==> src/hdl/ptt_pkg.sv <==
// Shared types and codes for the periodic timer table.
`default_nettype none
package ptt_pkg;

   localparam int TIMER_SLOTS_DEF = 16;

   // most expiries reported for one tick
   localparam int RESULT_CAP = 16;
   localparam int REP_W = $clog2(RESULT_CAP + 1);

   localparam int ID_W = 31;
   localparam int IVL_W = 31;
   localparam int TGT_W = 8;
   localparam int MSG_W = 32;

   // request kinds
   localparam logic [1:0] KIND_ADD = 2'd0;
   localparam logic [1:0] KIND_DEL = 2'd1;
   localparam logic [1:0] KIND_RST = 2'd2;
   localparam logic [1:0] KIND_TICK = 2'd3;

   // result status codes
   localparam logic [2:0] ST_DONE = 3'd0;
   localparam logic [2:0] ST_FULL = 3'd1;
   localparam logic [2:0] ST_NOT_FOUND = 3'd2;
   localparam logic [2:0] ST_IN_USE = 3'd3;
   localparam logic [2:0] ST_EXPIRY = 3'd4;

   typedef struct packed {
      logic [1:0] kind;
      logic [ID_W-1:0] timer_id;
      logic [IVL_W-1:0] interval;
      logic repeat_req;
      logic [TGT_W-1:0] target;
      logic [MSG_W-1:0] message_tag;
   } req_type;

   typedef struct packed {
      logic [2:0] status;
      logic [ID_W-1:0] result_id;
      logic [TGT_W-1:0] fired_target;
      logic [MSG_W-1:0] fired_message;
      logic last;
   } rsp_type;

   // everything in a slot except its running count
   typedef struct packed {
      logic [ID_W-1:0] id;
      logic [IVL_W-1:0] interval;
      logic repeat_flag;
      logic [TGT_W-1:0] target;
      logic [MSG_W-1:0] message;
   } slot_info_type;

endpackage
`default_nettype wire

==> src/hdl/ptt_slot_mem.sv <==
// Slot storage: count memory and info memory, shared write address, registered read.
`default_nettype none
module ptt_slot_mem #(
   parameter int TIMER_SLOTS = ptt_pkg::TIMER_SLOTS_DEF,
   localparam int IDX_W = (TIMER_SLOTS > 1) ? $clog2(TIMER_SLOTS) : 1
) (
   input  wire logic                         clock,
   input  wire logic                         rd_en,
   input  wire logic [IDX_W-1:0]             rd_addr,
   output      logic [ptt_pkg::IVL_W-1:0]    rd_count,
   output      ptt_pkg::slot_info_type       rd_info,
   input  wire logic [IDX_W-1:0]             wr_addr,
   input  wire logic                         cnt_we,
   input  wire logic [ptt_pkg::IVL_W-1:0]    cnt_wdata,
   input  wire logic                         info_we,
   input  wire ptt_pkg::slot_info_type       info_wdata
);

   logic [ptt_pkg::IVL_W-1:0] cnt_mem [TIMER_SLOTS];
   ptt_pkg::slot_info_type info_mem [TIMER_SLOTS];

   logic [ptt_pkg::IVL_W-1:0] rd_count_ff;
   ptt_pkg::slot_info_type rd_info_ff;

   always_ff @(posedge clock) begin
      if (cnt_we) begin
         cnt_mem[wr_addr] <= cnt_wdata;
      end
      if (info_we) begin
         info_mem[wr_addr] <= info_wdata;
      end
      // read data holds while the scan is stalled
      if (rd_en) begin
         rd_count_ff <= cnt_mem[rd_addr];
         rd_info_ff <= info_mem[rd_addr];
      end
   end

   assign rd_count = rd_count_ff;
   assign rd_info = rd_info_ff;

endmodule
`default_nettype wire

==> src/hdl/ptt_ctrl.sv <==
// Request sequencer: slot scan, table updates, expiry hold buffer and result register.
`default_nettype none
module ptt_ctrl #(
   parameter int TIMER_SLOTS = ptt_pkg::TIMER_SLOTS_DEF,
   localparam int IDX_W = (TIMER_SLOTS > 1) ? $clog2(TIMER_SLOTS) : 1
) (
   input  wire logic                         clock,
   input  wire logic                         reset,
   input  wire logic                         req_valid,
   output      logic                         req_ready,
   input  wire ptt_pkg::req_type             req,
   output      logic                         rsp_valid,
   input  wire logic                         rsp_ready,
   output      ptt_pkg::rsp_type             rsp,
   output      logic                         rd_en,
   output      logic [IDX_W-1:0]             rd_addr,
   input  wire logic [ptt_pkg::IVL_W-1:0]    rd_count,
   input  wire ptt_pkg::slot_info_type       rd_info,
   output      logic [IDX_W-1:0]             wr_addr,
   output      logic                         cnt_we,
   output      logic [ptt_pkg::IVL_W-1:0]    cnt_wdata,
   output      logic                         info_we,
   output      ptt_pkg::slot_info_type       info_wdata
);

   localparam logic [1:0] S_IDLE = 2'd0;
   localparam logic [1:0] S_SCAN = 2'd1;
   localparam logic [1:0] S_FINISH = 2'd2;

   localparam logic [IDX_W-1:0] LAST_IDX = IDX_W'(TIMER_SLOTS - 1);
   localparam logic [ptt_pkg::ID_W-1:0] ID_MAX = '1;

   logic [1:0] state_ff, state_in;
   ptt_pkg::req_type req_ff, req_in;
   logic [ptt_pkg::ID_W-1:0] last_id_ff, last_id_in;
   logic [TIMER_SLOTS-1:0] slot_vld_ff, slot_vld_in;

   logic [IDX_W-1:0] idx_ff, idx_in;
   logic issue_done_ff, issue_done_in;
   logic eval_vld_ff, eval_vld_in;
   logic [IDX_W-1:0] eval_idx_ff, eval_idx_in;

   logic found_ff, found_in;
   logic [IDX_W-1:0] found_idx_ff, found_idx_in;
   logic free_found_ff, free_found_in;
   logic [IDX_W-1:0] free_idx_ff, free_idx_in;

   logic hold_vld_ff, hold_vld_in;
   ptt_pkg::rsp_type hold_ff, hold_in;
   logic [ptt_pkg::REP_W-1:0] rep_cnt_ff, rep_cnt_in;

   logic out_vld_ff, out_vld_in;
   ptt_pkg::rsp_type out_ff, out_in;

   logic out_free;
   logic accept;
   logic [ptt_pkg::ID_W-1:0] next_id;
   logic e_valid;
   logic [ptt_pkg::IVL_W-1:0] cnt_inc;
   logic expire;
   logic report;
   logic is_tick;
   logic stall;
   logic issuing;
   ptt_pkg::rsp_type fin_rsp;
   ptt_pkg::rsp_type exp_rsp;

   assign out_free = !out_vld_ff || rsp_ready;
   assign req_ready = (state_ff == S_IDLE);
   assign accept = req_valid && req_ready;
   assign next_id = (last_id_ff == ID_MAX) ? ptt_pkg::ID_W'(1) : last_id_ff + 1'b1;

   assign e_valid = slot_vld_ff[eval_idx_ff];
   assign cnt_inc = rd_count + 1'b1;
   assign is_tick = (req_ff.kind == ptt_pkg::KIND_TICK);
   assign expire = e_valid && (rd_info.interval != '0) && (cnt_inc == rd_info.interval);
   assign report = expire && (rep_cnt_ff < ptt_pkg::REP_W'(ptt_pkg::RESULT_CAP));
   // a second expiry needs the held one pushed out first
   assign stall = (state_ff == S_SCAN) && eval_vld_ff && is_tick && report
                  && hold_vld_ff && !out_free;
   assign issuing = (state_ff == S_SCAN) && !issue_done_ff && !stall;

   assign rd_en = issuing;
   assign rd_addr = idx_ff;

   always_comb begin
      exp_rsp = '0;
      exp_rsp.status = ptt_pkg::ST_EXPIRY;
      exp_rsp.result_id = rd_info.id;
      exp_rsp.fired_target = rd_info.target;
      exp_rsp.fired_message = rd_info.message;
      exp_rsp.last = 1'b0;
   end

   always_comb begin
      state_in = state_ff;
      req_in = req_ff;
      last_id_in = last_id_ff;
      slot_vld_in = slot_vld_ff;
      idx_in = idx_ff;
      issue_done_in = issue_done_ff;
      eval_vld_in = eval_vld_ff;
      eval_idx_in = eval_idx_ff;
      found_in = found_ff;
      found_idx_in = found_idx_ff;
      free_found_in = free_found_ff;
      free_idx_in = free_idx_ff;
      hold_vld_in = hold_vld_ff;
      hold_in = hold_ff;
      rep_cnt_in = rep_cnt_ff;
      out_vld_in = out_vld_ff && !rsp_ready;
      out_in = out_ff;
      wr_addr = eval_idx_ff;
      cnt_we = 1'b0;
      cnt_wdata = '0;
      info_we = 1'b0;
      info_wdata = '0;
      fin_rsp = '0;
      fin_rsp.last = 1'b1;

      case (state_ff)
         S_IDLE: begin
            if (accept) begin
               req_in = req;
               idx_in = '0;
               issue_done_in = 1'b0;
               eval_vld_in = 1'b0;
               found_in = 1'b0;
               free_found_in = 1'b0;
               hold_vld_in = 1'b0;
               rep_cnt_in = '0;
               if (req.kind == ptt_pkg::KIND_ADD) begin
                  last_id_in = next_id;
               end
               if ((req.kind == ptt_pkg::KIND_DEL || req.kind == ptt_pkg::KIND_RST)
                   && req.timer_id == '0) begin
                  state_in = S_FINISH;
               end else begin
                  state_in = S_SCAN;
               end
            end
         end

         S_SCAN: begin
            if (!stall) begin
               eval_vld_in = issuing;
               eval_idx_in = idx_ff;
               if (issuing) begin
                  if (idx_ff == LAST_IDX) begin
                     issue_done_in = 1'b1;
                  end else begin
                     idx_in = idx_ff + 1'b1;
                  end
               end
               if (eval_vld_ff) begin
                  case (req_ff.kind)
                     ptt_pkg::KIND_ADD: begin
                        if (e_valid && rd_info.id == last_id_ff) begin
                           found_in = 1'b1;
                        end
                        if (!e_valid && !free_found_ff) begin
                           free_found_in = 1'b1;
                           free_idx_in = eval_idx_ff;
                        end
                     end
                     ptt_pkg::KIND_DEL, ptt_pkg::KIND_RST: begin
                        if (e_valid && rd_info.id == req_ff.timer_id && !found_ff) begin
                           found_in = 1'b1;
                           found_idx_in = eval_idx_ff;
                        end
                     end
                     default: begin
                        // tick: step every live timer with a nonzero interval
                        if (e_valid && rd_info.interval != '0) begin
                           cnt_we = 1'b1;
                           cnt_wdata = expire ? '0 : cnt_inc;
                           if (expire && !rd_info.repeat_flag) begin
                              slot_vld_in[eval_idx_ff] = 1'b0;
                           end
                        end
                        if (report) begin
                           if (hold_vld_ff) begin
                              out_vld_in = 1'b1;
                              out_in = hold_ff;
                           end
                           hold_vld_in = 1'b1;
                           hold_in = exp_rsp;
                           rep_cnt_in = rep_cnt_ff + 1'b1;
                        end
                     end
                  endcase
                  if (eval_idx_ff == LAST_IDX) begin
                     state_in = S_FINISH;
                  end
               end
            end
         end

         S_FINISH: begin
            case (req_ff.kind)
               ptt_pkg::KIND_ADD: begin
                  fin_rsp.result_id = last_id_ff;
                  if (found_ff) begin
                     fin_rsp.status = ptt_pkg::ST_IN_USE;
                  end else if (!free_found_ff) begin
                     fin_rsp.status = ptt_pkg::ST_FULL;
                  end else begin
                     fin_rsp.status = ptt_pkg::ST_DONE;
                  end
                  if (out_free) begin
                     out_vld_in = 1'b1;
                     out_in = fin_rsp;
                     state_in = S_IDLE;
                     if (!found_ff && free_found_ff) begin
                        wr_addr = free_idx_ff;
                        cnt_we = 1'b1;
                        cnt_wdata = '0;
                        info_we = 1'b1;
                        info_wdata.id = last_id_ff;
                        info_wdata.interval = req_ff.interval;
                        info_wdata.repeat_flag = req_ff.repeat_req;
                        info_wdata.target = req_ff.target;
                        info_wdata.message = req_ff.message_tag;
                        slot_vld_in[free_idx_ff] = 1'b1;
                     end
                  end
               end
               ptt_pkg::KIND_DEL, ptt_pkg::KIND_RST: begin
                  fin_rsp.result_id = req_ff.timer_id;
                  if (req_ff.timer_id == '0 || found_ff) begin
                     fin_rsp.status = ptt_pkg::ST_DONE;
                  end else begin
                     fin_rsp.status = ptt_pkg::ST_NOT_FOUND;
                  end
                  if (out_free) begin
                     out_vld_in = 1'b1;
                     out_in = fin_rsp;
                     state_in = S_IDLE;
                     if (req_ff.timer_id != '0 && found_ff) begin
                        if (req_ff.kind == ptt_pkg::KIND_DEL) begin
                           slot_vld_in[found_idx_ff] = 1'b0;
                        end else begin
                           wr_addr = found_idx_ff;
                           cnt_we = 1'b1;
                           cnt_wdata = '0;
                        end
                     end
                  end
               end
               default: begin
                  // tick: the held expiry, if any, closes the burst
                  if (!hold_vld_ff) begin
                     state_in = S_IDLE;
                  end else if (out_free) begin
                     out_vld_in = 1'b1;
                     out_in = hold_ff;
                     out_in.last = 1'b1;
                     hold_vld_in = 1'b0;
                     state_in = S_IDLE;
                  end
               end
            endcase
         end

         default: begin
            state_in = S_IDLE;
         end
      endcase
   end

   always_ff @(posedge clock) begin
      if (reset) begin
         state_ff <= S_IDLE;
         last_id_ff <= '0;
         slot_vld_ff <= '0;
         issue_done_ff <= 1'b0;
         eval_vld_ff <= 1'b0;
         found_ff <= 1'b0;
         free_found_ff <= 1'b0;
         hold_vld_ff <= 1'b0;
         rep_cnt_ff <= '0;
         out_vld_ff <= 1'b0;
      end else begin
         state_ff <= state_in;
         last_id_ff <= last_id_in;
         slot_vld_ff <= slot_vld_in;
         issue_done_ff <= issue_done_in;
         eval_vld_ff <= eval_vld_in;
         found_ff <= found_in;
         free_found_ff <= free_found_in;
         hold_vld_ff <= hold_vld_in;
         rep_cnt_ff <= rep_cnt_in;
         out_vld_ff <= out_vld_in;
      end
   end

   always_ff @(posedge clock) begin
      req_ff <= req_in;
      idx_ff <= idx_in;
      eval_idx_ff <= eval_idx_in;
      found_idx_ff <= found_idx_in;
      free_idx_ff <= free_idx_in;
      hold_ff <= hold_in;
      out_ff <= out_in;
   end

   assign rsp_valid = out_vld_ff;
   assign rsp = out_ff;

endmodule
`default_nettype wire

==> src/hdl/periodic_timer_table_core.sv <==
// Top level of the periodic timer table: stream ports, field packing, sequencer and slot memory.
// Ordering: add, delete and reset answer from the finish state after a scan of every slot
//   (delete or reset of id 0 skips the scan); a tick's last expiry leaves from the finish state.
// Requests: one at a time, a new one taken only when idle; the scan reads one slot per cycle
//   unless stalled, and result back-pressure stalls the scan and the finish state.
// Reset: synchronous, active high; clears slot valid bits, id counter and control, not memory.
`default_nettype none
module periodic_timer_table_core #(
   parameter int TIMER_SLOTS = ptt_pkg::TIMER_SLOTS_DEF
) (
   input  wire logic         clock,
   input  wire logic         reset,
   // request channel
   input  wire logic         req_tvalid,
   output      logic         req_tready,
   // tdata, low bit up: timer_id[30:0], interval[61:31], repeat_req[62],
   //   target[70:63], message_tag[102:71], zero pad[103]
   input  wire logic [103:0] req_tdata,
   // tuser: kind[1:0]
   input  wire logic [1:0]   req_tuser,
   // response channel
   output      logic         rsp_tvalid,
   input  wire logic         rsp_tready,
   // tdata, low bit up: status[2:0], result_id[33:3], fired_target[41:34],
   //   fired_message[73:42], zero pad[79:74]
   output      logic [79:0]  rsp_tdata,
   // tlast: last result of the transaction that caused it
   output      logic         rsp_tlast
);

   localparam int IDX_W = (TIMER_SLOTS > 1) ? $clog2(TIMER_SLOTS) : 1;

   ptt_pkg::req_type req;
   ptt_pkg::rsp_type rsp;

   logic rd_en;
   logic [IDX_W-1:0] rd_addr;
   logic [ptt_pkg::IVL_W-1:0] rd_count;
   ptt_pkg::slot_info_type rd_info;
   logic [IDX_W-1:0] wr_addr;
   logic cnt_we;
   logic [ptt_pkg::IVL_W-1:0] cnt_wdata;
   logic info_we;
   ptt_pkg::slot_info_type info_wdata;

   // unpack the request; the top pad bit of tdata carries nothing
   always_comb begin
      req.kind = req_tuser;
      req.timer_id = req_tdata[30:0];
      req.interval = req_tdata[61:31];
      req.repeat_req = req_tdata[62];
      req.target = req_tdata[70:63];
      req.message_tag = req_tdata[102:71];
   end

   // the pad bit is ignored by design
   logic unused_pad;
   assign unused_pad = req_tdata[103];

   ptt_ctrl #(
      .TIMER_SLOTS(TIMER_SLOTS)
   ) u_ctrl (
      .clock      (clock),
      .reset      (reset),
      .req_valid  (req_tvalid),
      .req_ready  (req_tready),
      .req        (req),
      .rsp_valid  (rsp_tvalid),
      .rsp_ready  (rsp_tready),
      .rsp        (rsp),
      .rd_en      (rd_en),
      .rd_addr    (rd_addr),
      .rd_count   (rd_count),
      .rd_info    (rd_info),
      .wr_addr    (wr_addr),
      .cnt_we     (cnt_we),
      .cnt_wdata  (cnt_wdata),
      .info_we    (info_we),
      .info_wdata (info_wdata)
   );

   ptt_slot_mem #(
      .TIMER_SLOTS(TIMER_SLOTS)
   ) u_slot_mem (
      .clock      (clock),
      .rd_en      (rd_en),
      .rd_addr    (rd_addr),
      .rd_count   (rd_count),
      .rd_info    (rd_info),
      .wr_addr    (wr_addr),
      .cnt_we     (cnt_we),
      .cnt_wdata  (cnt_wdata),
      .info_we    (info_we),
      .info_wdata (info_wdata)
   );

   // pack the response, zero pad on top
   assign rsp_tdata = {6'b0, rsp.fired_message, rsp.fired_target, rsp.result_id, rsp.status};
   assign rsp_tlast = rsp.last;

endmodule
`default_nettype wire

==> config.mk <==
export PLATFORM = sky130hd
export DESIGN_NAME = periodic_timer_table_core
export DESIGN_NICKNAME = d
export VERILOG_FILES = /design/src/hdl/ptt_pkg.sv /design/src/hdl/ptt_slot_mem.sv /design/src/hdl/ptt_ctrl.sv /design/src/hdl/periodic_timer_table_core.sv
export SDC_FILE = /design/constraint.sdc
export NUM_CORES = 2
export LEC_CHECK = 0
export BUFFER_PORTS_ARGS = -buffer_cell sky130_fd_sc_hd__buf_2
export CAP_MARGIN = 10
export CORE_ASPECT_RATIO = 0.8
export CORE_MARGIN = 3
export CORE_UTILIZATION = 59
export CTS_BUF_LIST = sky130_fd_sc_hd__clkbuf_8
export CTS_CLUSTER_DIAMETER = 30
export DETAILED_ROUTE_END_ITERATION = 12
export PLACE_DENSITY = 0.79
export SYNTH_ARGS = -nofsm -noshare
export SYNTH_HDL_FRONTEND = slang
export SYNTH_SLANG_ARGS = --single-unit
==> constraint.sdc <==
create_clock -name clock -period 12.9 [get_ports clock]
set_clock_uncertainty 0.1 [all_clocks]
set_input_delay 2.58 -clock clock [delete_from_list [all_inputs] [get_ports clock]]
set_output_delay 2.58 -clock clock [all_outputs]
set_load 0.02 [all_outputs]
; After elaboration in Yosys (flattened, before gate mapping)
; Memory sizes are Yosys's and may differ from the RTL's. A register that Yosys moved wholly into a read port is not among the register bits.
; Cells that the tools add are included.
[classes]
n_eq_ne = 39
n_reduce_logical = 63
bitwise_logic = 7
muxes = 124
magnitude_cmp = 7
add_sub_neg = 4
[op_table]
columns = op, n
row1 = $mux W75, 9
row2 = $mux W103, 4
row3 = $pmux W75 S2, 2
row4 = $mux W31, 7
row5 = $mux W16, 10
row6 = $eq A31 B31 Y1, 3
row7 = $pmux W16 S2, 2
row8 = $add A31 B1 Y31 const B, 2
row9 = $logic_not A31 Y1, 2
row10 = $reduce_bool A31 Y1, 2
row11 = $mux W1, 48
row12 = $mux W4, 10
row13 = $and A16 B16 Y16, 2
row14 = $not A16 Y16, 2
row15 = $eq A31 B31 Y1 const B, 1
row16 = $mux W5, 5
row17 = $reduce_and A5 Y1, 5
row18 = $logic_and A1 B1 Y1, 23
row19 = $ne A2 B2 Y1 const B, 11
row20 = $mux W2, 9
row21 = $or A16 B16 Y16, 1
row22 = $pmux W1 S2, 8
row23 = $pmux W4 S2, 2
row24 = $lt A4 B5 Y1 const B, 3
row25 = other kinds (33), 71
[word_totals]
reg_bits = 327
mem_count = 2
elab_cells = 274
ram_bits = 2144
[memory_table]
columns = memory, depth, width, rd, rd_ports_with_merged_regs, write_ports, line
row1 = u_slot_mem.info_mem, 16, 103, 1, 1, 1, ptt_slot_mem.sv:20  ; ptt_pkg::slot_info_type info_mem [TIMER_SLOTS];
row2 = u_slot_mem.cnt_mem, 16, 31, 1, 1, 1, ptt_slot_mem.sv:19  ; logic [ptt_pkg::IVL_W-1:0] cnt_mem [TIMER_SLOTS];

; Longest topological paths before layout
[depth]
word_depth = 13
mapped_depth = 12
ltp_nobuf = 11

; Cells and area by module
; From an unflattened synthesis, not the netlist that was laid out.
[unflattened]
cells_unflattened = 5021
hier_area_um2 = 100974.3
[modules_own_cells]
columns = module, n_inst, area_each_um2, cells_each
row1 = ptt_slot_mem, 1, 84735.0, 3574
row2 = ptt_ctrl, 1, 16190.5, 1440
row3 = periodic_timer_table_core, 1, 48.8, 7

; Worst setup path after synthesis
; OpenSTA, ideal clock, no wires.
[synth_path]
kind = input port to flip-flop
startpoint = input port rsp_tready
endpoint = register u_slot_mem.rd_count_ff (netlist bit u_slot_mem.rd_count[0]), read port of u_slot_mem.cnt_mem (enable)
slack_ns = -1.021
arrival_time_ns = 13.000
n_path_buf = 1
stages = 6
t_required_ns = 11.978
path_cell_list = nor2b_1 -> and3_1 -> and2_1 -> or3b_1 -> buf_2 -> nor3b_1
[synth_between]
elab_chain_cells = 5
[synth_lines]
columns = item, line
row1 = from (decl), periodic_timer_table_core.sv:23  ; input wire logic rsp_tready,
row2 = $logic_or A1 B1 Y1, ptt_ctrl.sv:68  ; assign out_free = !out_vld_ff || rsp_ready;
row3 = $logic_not A1 Y1, ptt_ctrl.sv:80  ; && hold_vld_ff && !out_free;
row4 = $logic_and A1 B1 Y1, ptt_ctrl.sv:80
row5 = $logic_not A1 Y1, ptt_ctrl.sv:81  ; assign issuing = (state_ff == S_SCAN) && !issue_done_ff && !stall;
row6 = $logic_and A1 B1 Y1, ptt_ctrl.sv:81
row7 = named net rd_en, periodic_timer_table_core.sv:36  ; logic rd_en;
row8 = to (decl), ptt_slot_mem.sv:22  ; logic [ptt_pkg::IVL_W-1:0] rd_count_ff;
; The timed path passes the listed nets, and every way through them passes these cells.
; A chain may end at the register's enable or synchronous reset.

; Worst setup path after layout
[layout_path]
startpoint = input port rsp_tready
endpoint = memory u_slot_mem.info_mem[5][69] (netlist bit) (enable)
[layout_between]
elab_chain_cells = 6
[layout_lines]
columns = item, line
row1 = $logic_or A1 B1 Y1 (*), ptt_ctrl.sv:68
row2 = $mux W1, ptt_ctrl.sv:210  ; if (out_free) begin
row3 = $mux W1, ptt_ctrl.sv:200  ; case (req_ff.kind)
row4 = $mux W1, ptt_ctrl.sv:121  ; case (state_ff)
row5 = $mux W1, ptt_slot_mem.sv:29  ; if (info_we) begin
row6 = $mux W1 (not written as such), ptt_slot_mem.sv:30  ; info_mem[wr_addr] <= info_wdata;
row7 = to (decl), ptt_slot_mem.sv:20
; Every way passes the cells marked *; elsewhere a longest branch is shown, timed or not.

==> metrics.txt <==
dpl hpwl=119000 um; Placed Area=105000 um2; status=finished, final reports clean; initial antenna violation count=9; net switching power figure=4750 uW; Critical Path AT=7.16 ns; PnR Total Power=19400 uW; Global Route Usage Sum=26.9%; setup slack after layout=6.28 ns; clock slew at reported path FFs=0.06 ns; Post-Syn Instances=4670; wire length per cell=30.3 um; core area=170000 um2; Flop pwr share=49.4%; Finish-stage setup viols=0; hold_sp=u_slot_mem.rd_info[11]$_DFFE_PP_; hold-fix buffers at CTS=0; maximum clock rate=151 MHz; Die Ht=376 um; R2R cell count=12; critical path type=in2reg; die width=468 um; Worst-Margin Slew=1.19 ns; final-report hold violation count=0; largest net degree at the start of global routing=144; I/O pin count=193; Detailed Routing Iterations Pass 1=5; area growth from synthesis to layout=12.3%; register bit total from synthesis=2605; unique cell type count in the Yosys netlist=82; power density over the cells=171 nW/um2; relative slew slack=20.5%; Routed Antenna Nets=0; VDD IR-drop max=121 uV; post-route cell area=113000 um2; Sw Share=24.5%; CTS Buffer Depth=4; DRC viols=0; internal power=14700 uW; Nets=5246; Setup TNS=0 ns; Static Leak=0.0364 uW; min Tclk post-route=6.62 ns; count of max-cap constraint violations=0; final core utilization=66.8%; Min-Delay Path Class=reg2reg; Final GP Congestion=0.956; yosys warns=0; Worst Path Required=13.44 ns; Post-synth ARST share=0%; CTS Buf Count=430; DR iter-0 viols=6673; hold path depth=0; Setup WS pre-CTS=5.25 ns; Starting Density=59.5%; worst reg2reg endpoint=u_slot_mem.rd_count[14]$_DFFE_PP_; grt ovf=0; vias=50.8k; post_cts resized=0; sequential-to-total area share from yosys stat=76.9%; RSZ-0062 raised after global routing=no; share of cells above drive strength 1=29.1%; Primary FF master, synth=edfxtp_1; number of global-route vias before repair=50.9k; Clock Latency Late Sink=1.08 ns; Clock power frac=37.3%; clock sink count=2605; CP Max Fanout=48; Crit. End Element=flop; Site Rows=135; number of synthesized flops with an enable pin=2545; Final period util=51.3%; final wirelength=234000 um; IO Port Bufs=185; root buf cell=clkbuf_8; synthesized cell area=101000 um2; crit path from=rsp_tready; Slew Limit Fails=0; Critical R2R Launch=u_slot_mem.rd_count[0]$_DFFE_PP_; CTS H-tree lvls=5; postcts setup bufs=0; vias per cell=6.58; CTS tree=yes; global-route wire length before repair=345000 um; Comb power frac=13.3%; type of element launching the critical path=input pin; sink of the worst hold path=u_ctrl.hold_ff[12]$_DFFE_PP_; Post-Syn Area per Cell=21.6 um2; die area=176000 um2; r2r setup slk=6.45 ns
-- worst max path at each step --
stage                                            to  slack [ns]  depth (start not counted)
4_1_cts        u_slot_mem.info_mem[5][69]$_DFFE_PP_        6.40                         11
5_1_grt        u_slot_mem.info_mem[5][69]$_DFFE_PP_        6.07                         11
6_report       u_slot_mem.info_mem[5][69]$_DFFE_PP_        6.28                         11
2_1_floorplan   u_slot_mem.info_mem[8][0]$_DFFE_PP_        3.75                          9
3_5_place_dp    u_slot_mem.info_mem[5][8]$_DFFE_PP_        5.25                         11
3_3_place_gp    u_slot_mem.info_mem[5][6]$_DFFE_PP_        5.42                         11
-- synthesized netlist by cell type, types with 7 or more instances --
master | number | area, um2
a21oi_1 | 60 | 300
a221oi_1 | 34 | 298
a31oi_1 | 8 | 50.1
and2_1 | 151 | 945
and3_1 | 25 | 156
and4_1 | 11 | 96.3
buf_1 | 55 | 206
buf_2 | 13 | 65.1
buf_4 | 10 | 75.1
clkbuf_1 | 168 | 631
dfxtp_1 | 60 | 1200
edfxtp_1 | 2545 | 76400
ha_1 | 13 | 163
inv_1 | 33 | 124
mux4_2 | 674 | 15200
nand2_1 | 67 | 251
nand2b_1 | 13 | 81.3
nand3_1 | 60 | 300
nand4_1 | 41 | 257
nor2_1 | 218 | 818
nor2b_1 | 23 | 144
nor3_1 | 26 | 130
nor4_1 | 57 | 357
o21a_1 | 7 | 52.6
o21ai_0 | 21 | 105
o31ai_1 | 8 | 60.1
o32ai_1 | 9 | 78.8
or4_1 | 11 | 82.6
xnor2_1 | 57 | 499
xor2_1 | 84 | 736
-- layout make-up --
type	count	area, um2
diodes	5	12.5
flip-flops and latches	2605	77600
inverters	34	133
repair buffers	266	1710
clock buffers	436	6000
well taps	2260	2830
clock inverters	333	2590
multi-input cells	1786	22400
fillers	10162	56300
-- power by group through the flow --
stage	combinational (uW)	sequential, uW	clock, uW
floorplan	1940	9690	0
global route	2750	9600	7720
global placement	2540	9760	0
detailed placement	2590	9760	0
CTS	2610	9590	7350
finish	2590	9600	7250
-- layer usage --
| layer | vias up | routed length [um] | GRT usage, % |
|---|---|---|---|
| met5 | - | 0 | 0 |
| met4 | 0 | 5880 | 7.98 |
| met3 | 452 | 25600 | 6.10 |
| met2 | 3334 | 111000 | 40.6 |
| li1 | 20456 | - | - |
| met1 | 26578 | 91400 | 40.2 |
-- worst max-delay path: stages --
cell and delay (ns):
buf_2 0.11, nand2b_1 0.23, and2_1 0.34, mux2_2 0.38, a22oi_1 0.18, nor2_1 0.08
a21oi_1 0.59, nand2_1 0.43, nor2_4 0.44, buf_4 0.86, buf_4 0.87
-- flip-flops by register name (all words and copies together), names as in the netlist, 5 cells and up --
signal,count
u_ctrl.last_id_ff,31
u_slot_mem.rd_count,31
u_ctrl.slot_vld_ff,16
u_ctrl.hold_ff,71
u_slot_mem.cnt_mem,496
u_slot_mem.rd_info,103
u_slot_mem.info_mem,1648
u_ctrl.rep_cnt_ff,5
u_ctrl.rsp,75
u_ctrl.req_ff,105
-- cell families after synthesis --
logic type / count (synthesis) / share of synthesized area, %
compound gates: 201 / 1.43
xor+xnor: 144 / 1.29
fa+ha+maj: 13 / 0.161
buf+inv: 284 / 1.13
flops: 2605 / 76.9
mux: 681 / 15.1
other cells: 1 / 0.00372
simple gates: 741 / 3.92
-- layout by cell type, fill, tap and decap left out, types with 84 or more instances in the layout --
cell type,netlist,routed
and2_1,151,151
mux4_2,674,674
xor2_1,84,84
nor2_1,218,185
inv_1,33,122
clkbuf_8,0,436
buf_2,13,185
clkinv_1,1,96
edfxtp_1,2545,2545
-- stage by stage --
stage                     cells  hold slack [ns]
after floorplan            4675            0.300
after global placement     6951            0.304
after detailed placement   6951            0.305
after CTS                  7720            0.320
after global routing       7721            0.326
final                      7725            0.322
Note: power is estimated with default switching activity, not from simulation.
